<file path="src/hdl/smvb_pkg.sv">
// Shared types, constants and saturation helpers of the vertex blend core.
package smvb_pkg;

  localparam int MaxBonesDef = 64;
  localparam int FracBitsDef = 16;
  localparam int ElemCount   = 6;
  localparam int WeightBits  = 16;
  localparam int OpW         = 33;
  localparam int ProdW       = 64;

  localparam logic [16:0] WeightOne = 17'h10000;

  // Request kinds carried in req_type.
  localparam logic ReqMatrix    = 1'b0;
  localparam logic ReqInfluence = 1'b1;

  // Bone matrix element codes.
  localparam logic [2:0] ElemA  = 3'd0;
  localparam logic [2:0] ElemB  = 3'd1;
  localparam logic [2:0] ElemC  = 3'd2;
  localparam logic [2:0] ElemD  = 3'd3;
  localparam logic [2:0] ElemTx = 3'd4;
  localparam logic [2:0] ElemTy = 3'd5;

  // Sequencer steps, named after the matrix element read data holds in that cycle.
  localparam logic [3:0] StepA    = 4'd0;
  localparam logic [3:0] StepC    = 4'd1;
  localparam logic [3:0] StepTx   = 4'd2;
  localparam logic [3:0] StepB    = 4'd3;
  localparam logic [3:0] StepD    = 4'd4;
  localparam logic [3:0] StepTy   = 4'd5;
  localparam logic [3:0] StepSumX = 4'd6;
  localparam logic [3:0] StepMulY = 4'd7;
  localparam logic [3:0] StepSumY = 4'd8;

  localparam logic signed [63:0] S32Max = 64'sh0000_0000_7FFF_FFFF;
  localparam logic signed [63:0] S32Min = -64'sh0000_0000_8000_0000;
  localparam logic signed [48:0] S48Max = 49'sh0_7FFF_FFFF_FFFF;
  localparam logic signed [48:0] S48Min = -49'sh0_8000_0000_0000;

  typedef enum logic [1:0] {
    StIdle,
    StRun,
    StSums,
    StEmit
  } state_e;

  typedef struct packed {
    logic               req_type;
    logic        [5:0]  bone_index;
    logic        [2:0]  matrix_elem;
    logic signed [31:0] matrix_value;
    logic signed [31:0] local_x;
    logic signed [31:0] local_y;
    logic signed [31:0] deform_x;
    logic signed [31:0] deform_y;
    logic        [16:0] weight;
    logic               last_influence;
    logic               last_vertex;
  } in_item_t;

  typedef struct packed {
    logic signed [31:0] out_x;
    logic signed [31:0] out_y;
    logic               bounds_valid;
    logic signed [31:0] min_x;
    logic signed [31:0] min_y;
    logic        [31:0] box_width;
    logic        [31:0] box_height;
  } out_item_t;

  function automatic logic signed [31:0] sat32(input logic signed [63:0] v);
    logic signed [31:0] r;
    if (v > S32Max) begin
      r = 32'sh7FFF_FFFF;
    end else if (v < S32Min) begin
      r = -32'sh8000_0000;
    end else begin
      r = v[31:0];
    end
    return r;
  endfunction

  function automatic logic signed [47:0] sat48(input logic signed [48:0] v);
    logic signed [47:0] r;
    if (v > S48Max) begin
      r = 48'sh7FFF_FFFF_FFFF;
    end else if (v < S48Min) begin
      r = -48'sh8000_0000_0000;
    end else begin
      r = v[47:0];
    end
    return r;
  endfunction

endpackage

</file>
<file path="src/hdl/smvb_mul.sv">
// Shared signed multiplier with a registered product.
module smvb_mul (
  input  logic                                 clk_i,
  input  logic                                 en_i,
  input  logic signed [smvb_pkg::OpW-1:0]      a_i,
  input  logic signed [smvb_pkg::OpW-1:0]      b_i,
  output logic signed [smvb_pkg::ProdW-1:0]    prod_o
);
  import smvb_pkg::*;

  logic signed [2*OpW-1:0] full;

  // Operands never exceed 32 magnitude bits, so the low word holds the exact product.
  assign full = a_i * b_i;

  always_ff @(posedge clk_i) begin
    if (en_i) begin
      prod_o <= full[ProdW-1:0];
    end
  end

endmodule

</file>
<file path="config.mk">
export PLATFORM = sky130hd
export DESIGN_NAME = smvb_mul
export DESIGN_NICKNAME = d
export VERILOG_FILES = /design/src/hdl/smvb_pkg.sv /design/src/hdl/smvb_mul.sv
export SDC_FILE = /design/constraint.sdc
export NUM_CORES = 2
export LEC_CHECK = 0
export ABC_AREA = 1
export BUFFER_PORTS_ARGS = -buffer_cell sky130_fd_sc_hd__buf_2
export CORE_ASPECT_RATIO = 1.75
export CORE_MARGIN = 4
export CORE_UTILIZATION = 67
export DETAILED_ROUTE_END_ITERATION = 7
export MAX_ROUTING_LAYER = met4
export PLACE_DENSITY = 0.94
export SYNTH_ARGS = -nofsm -noshare
export SYNTH_HDL_FRONTEND = slang
export SYNTH_SLANG_ARGS = --single-unit
</file>
<file path="constraint.sdc">
create_clock -name clk_i -period 10 [get_ports clk_i]
set_input_delay 2 -clock clk_i [delete_from_list [all_inputs] [get_ports clk_i]]
set_output_delay 2 -clock clk_i [all_outputs]
set_load 0.02 [all_outputs]
</file>
---- After elaboration in Yosys (flattened, before gate mapping) ----
Index checks and enable logic that the tools add are counted.
storage, ports and cells
  bits in registers ....................... 64
  output and inout port bits .............. 64
  word-level logic and storage cells ...... 2
cells by class
  $mul .................................... 1
operator list
  kind                          number
  multiplier 33 x 33 -> 64 bit  1

---- Longest topological paths before layout ----
  depth in word-level cells ............... 1
  gate-level depth with buffers ........... 32
  gate-level depth less buffers ........... 30

---- Least setup slack after synthesis ----
Ideal clock, no wire load.
  kind .................................... input port to flip-flop
  from .................................... input a_i[32] (netlist name)
  to ...................................... register prod_o[50] (netlist name), data pin
  data arrival time ....................... 8850 ps
  required time ........................... 9747 ps
  setup slack ............................. 898 ps
  cell stages on the path ................. 26
  path buffers ............................ 2
  cell sequence ........................... clkbuf_1 -> clkbuf_1 -> nand2_1 -> inv_1 -> fa_1 -> fa_1 -> fa_1 -> inv_1 -> fa_1 -> inv_1 -> fa_1 -> fa_1 -> fa_1 -> inv_1 -> fa_1 -> inv_1 -> ha_1 -> nand2_1 -> nor2_1 -> inv_1 -> nor3_2 -> nand2_1 -> nor3_2 -> nand2_1 -> nand4_1 -> nand2_1
between the ends
  word-level cells in the longest chain between the ends .. 1
RTL lines
  item                          RTL line        source
  start, declared               smvb_mul.sv:5   input logic signed [smvb_pkg::OpW-1:0] a_i,
  multiplier 33 x 33 -> 64 bit  smvb_mul.sv:14  assign full = a_i * b_i;
  named net full[50]            smvb_mul.sv:11  logic signed [2*OpW-1:0] full;
  end signal, assigned          smvb_mul.sv:18  prod_o <= full[ProdW-1:0];
  end, declared                 smvb_mul.sv:7   output logic signed [smvb_pkg::ProdW-1:0] prod_o
The timed path passes the listed nets, and every way through them passes these cells.
A chain may end at the register's enable or synchronous reset.

---- Worst setup path after layout ----
  from .................................... input b_i[13] (netlist name)
  to ...................................... register prod_o[58] (netlist name), data pin
between the ends
  word-level cells in the longest chain between the ends .. 1
RTL lines
  item                          RTL line        source
  start, declared               smvb_mul.sv:6   input logic signed [smvb_pkg::OpW-1:0] b_i,
  multiplier 33 x 33 -> 64 bit  smvb_mul.sv:14
  named net full[58]            smvb_mul.sv:11
The timed path passes the listed nets, and every way through them passes these cells.

==> summary.txt <==
Run status
  • Outcome: finished, final reports clean

GRT
  • GR Overflow Total: 0
  • Total GRT Usage: 0.433
  • Initial antenna violation count: 14
  • First-pass GRT wire length: 215000 um
  • Largest net degree at the start of global routing: 65
  • Number of global-route vias before repair: 40890

Finish
  • Most flops, register: prod_o
  • Total Nets Final: 6708
  • Largest registers: prod_o x64
  • Finished Cell Area: 44300 um^2
  • Max FFs per register: 64
  • Final core utilization: 0.700
  • Fillcell total: 4583
  • Share of cells above drive strength 1: 0.0516
  • Area Overhead vs Synth: 3.68%

Logic synthesis
  • Post-Synth XOR/XNOR Area: 0.00739
  • Synth warn: 0
  • Count leader, synth: inv_1
  • Synth top area cells: fa_1 53%, inv_1 16%, nand2_1 13%
  • Post-synthesis compound-gate area fraction: 0.0184
  • Post-synthesis cell type count: 32
  • Area share of and/or/nand/nor cells after synthesis: 0.158
  • Post-synthesis sequential area ratio: 0.0450
  • Post-Syn Area per Cell: 7.98 um^2
  • Mapped Nets: 6754
  • Yosys top cell by area: fa_1
  • Post-Synthesis Cell Area: 42700 um^2
  • Yosys top cell area share: 0.528
  • Synth top cells by count: 1799 x inv_1, 1431 x nand2_1, 1125 x fa_1
  • Number of flops mapped to enable cells by yosys: 64
  • Synth Instances: 5349
  • Post-synthesis adder-cell area fraction: 0.590
  • Largest family of logic cells by synthesized area: adder cells
  • Mux cell area share after synthesis: 0
  • Ys flop type: edfxtp_1
  • Synth Register Bits: 64
  • Async S/R FF share, synth: 0

Floorplan
  • Chip width: 199 um
  • Core Rows: 122
  • Initial Util: 0.675
  • Die Span Y: 342 um
  • DIE AREA: 68000 um^2
  • Total core area: 63200 um^2
  • Top Ports: 132

Drt
  • Via count: 35468
  • Post-Route WL: 136000 um
  • DRC: 0
  • Post-route ant nets: 0
  • Via density: 5.78
  • 1st-iter DRT viols: 3448
  • 1st-pass router iterations: 6
  • WL/cell: 22.1 um

Clock network
  • Setup repair bufs after CTS: 0
  • CTS sink count: 64
  • TritonCTS clock tree: done
  • Hold_buf cts: 0
  • Worst-path clk slew: 0.07 ns
  • Clock tree buffer depth: 2
  • Clock root cell: clkbuf_16
  • H-tree Lvls: 3
  • Post-cts sizing count: 0
  • Num CTS Buffers: 9

Worst setup path
  • CP Capture Type: register
  • Critical Path Start Type: input pin
  • CP Max Fanout: 33
  • Critical Path RT: 10.11 ns
  • CP Launch Point: b_i[13]
  • Crit path arrival time: 9.58 ns
  • Setup Crit Path Kind: input pin to register

Run
  • Max Cap Viol: 0

Timing
  • Final hold viol count: 0
  • Count of final max-slew check failures: 0
  • Fin crit period: 9.47 ns
  • Fin crit share: 0.947
  • Setup TNS Final: 0 ns
  • RSZ-0062 raised after global routing: false
  • Setup violators final: 0
  • Max_slew headroom: 0.249
  • Least-Margin Pin Slew: 1.13 ns
  • Worst Hold Margin: 2.38 ns
  • Max Fclk: 106 MHz

Worst hold path
  • Hold_sp: en_i
  • Hold depth: 2
  • Hold Path Class: input pin to register

Placed design
  • GPL Wtd Cong: 1.04
  • IO buf count: 131
  • Post-DP Area: 43900 um^2
  • Final HPWL DP: 112000 um
worst max-delay path, cell delays in order:
cell     delay [ns]
buf_2          0.72
nand2_1        0.22
fa_1           0.55
fa_1           0.74
inv_1          0.17
fa_1           0.73
inv_1          0.23
fa_1           0.50
fa_1           0.57
inv_1          0.06
fa_1           0.47
inv_1          0.06
fa_1           0.45
fa_1           0.50
inv_1          0.05
ha_1           0.37
nand2_1        0.12
nor2_1         0.11
inv_1          0.08
nor2_1         0.22
nand2_1        0.17
nor2_1         0.12
nand2_1        0.16
nand4_1        0.11
nand2_1        0.08
kinds of logic after synthesis:
logic type	count (synthesis)
buf+inv	2063
flops	64
xor+xnor	36
fa+ha+maj	1337
compound gates	143
simple gates	1706
routing by layer:
| layer | up-vias | global-route usage | part of all wire |
|---|---|---|---|
| li1 | 14515 | - | - |
| met1 | 17127 | 0.436 | 0.28 |
| met2 | 2593 | 0.686 | 0.49 |
| met3 | 1233 | 0.121 | 0.11 |
| met4 | 0 | 0.371 | 0.12 |
| met5 | - | - | 0 |
stage by stage:
stage | setup WS [ns] | std cells
2_1_floorplan | 0.898 | 5349
3_3_place_gp | 0.253 | 6098
3_5_place_dp | 0.167 | 6098
4_1_cts | 0.529 | 6114
5_1_grt | 0.177 | 6128
6_report | 0.530 | 6134
final timing paths:
kind | end | slack, ns
setup / recovery | prod_o[58] | 0.53
hold / removal | prod_o[48] | 2.38
layout by cell type (no fill, tap or decap), types with 31 or more instances in the layout:
cell type  instances
a21oi_1           75
nand2_1         1431
buf_2            131
buf_4             74
o21ai_0           35
ha_1             212
fa_1            1125
nor2_1           129
edfxtp_1          64
nand3_1           66
xor2_1            31
inv_1           1799
area by class of cell:
class / instances / area [um^2] / area share
multi-input combinational: 3222 / 33000 / 0.746
inverter: 1800 / 6760 / 0.153
sequential: 64 / 1920 / 0.0434
timing repair buffer: 206 / 1230 / 0.0278
tap: 806 / 1010 / 0.0228
clock buffer: 9 / 225 / 0.00509
antenna: 20 / 50.0 / 0.00113
clock inverter: 7 / 47.5 / 0.00107
Power is not shown: default switching activity piles up to over one toggle a cycle in this logic, so the estimate is an artifact.
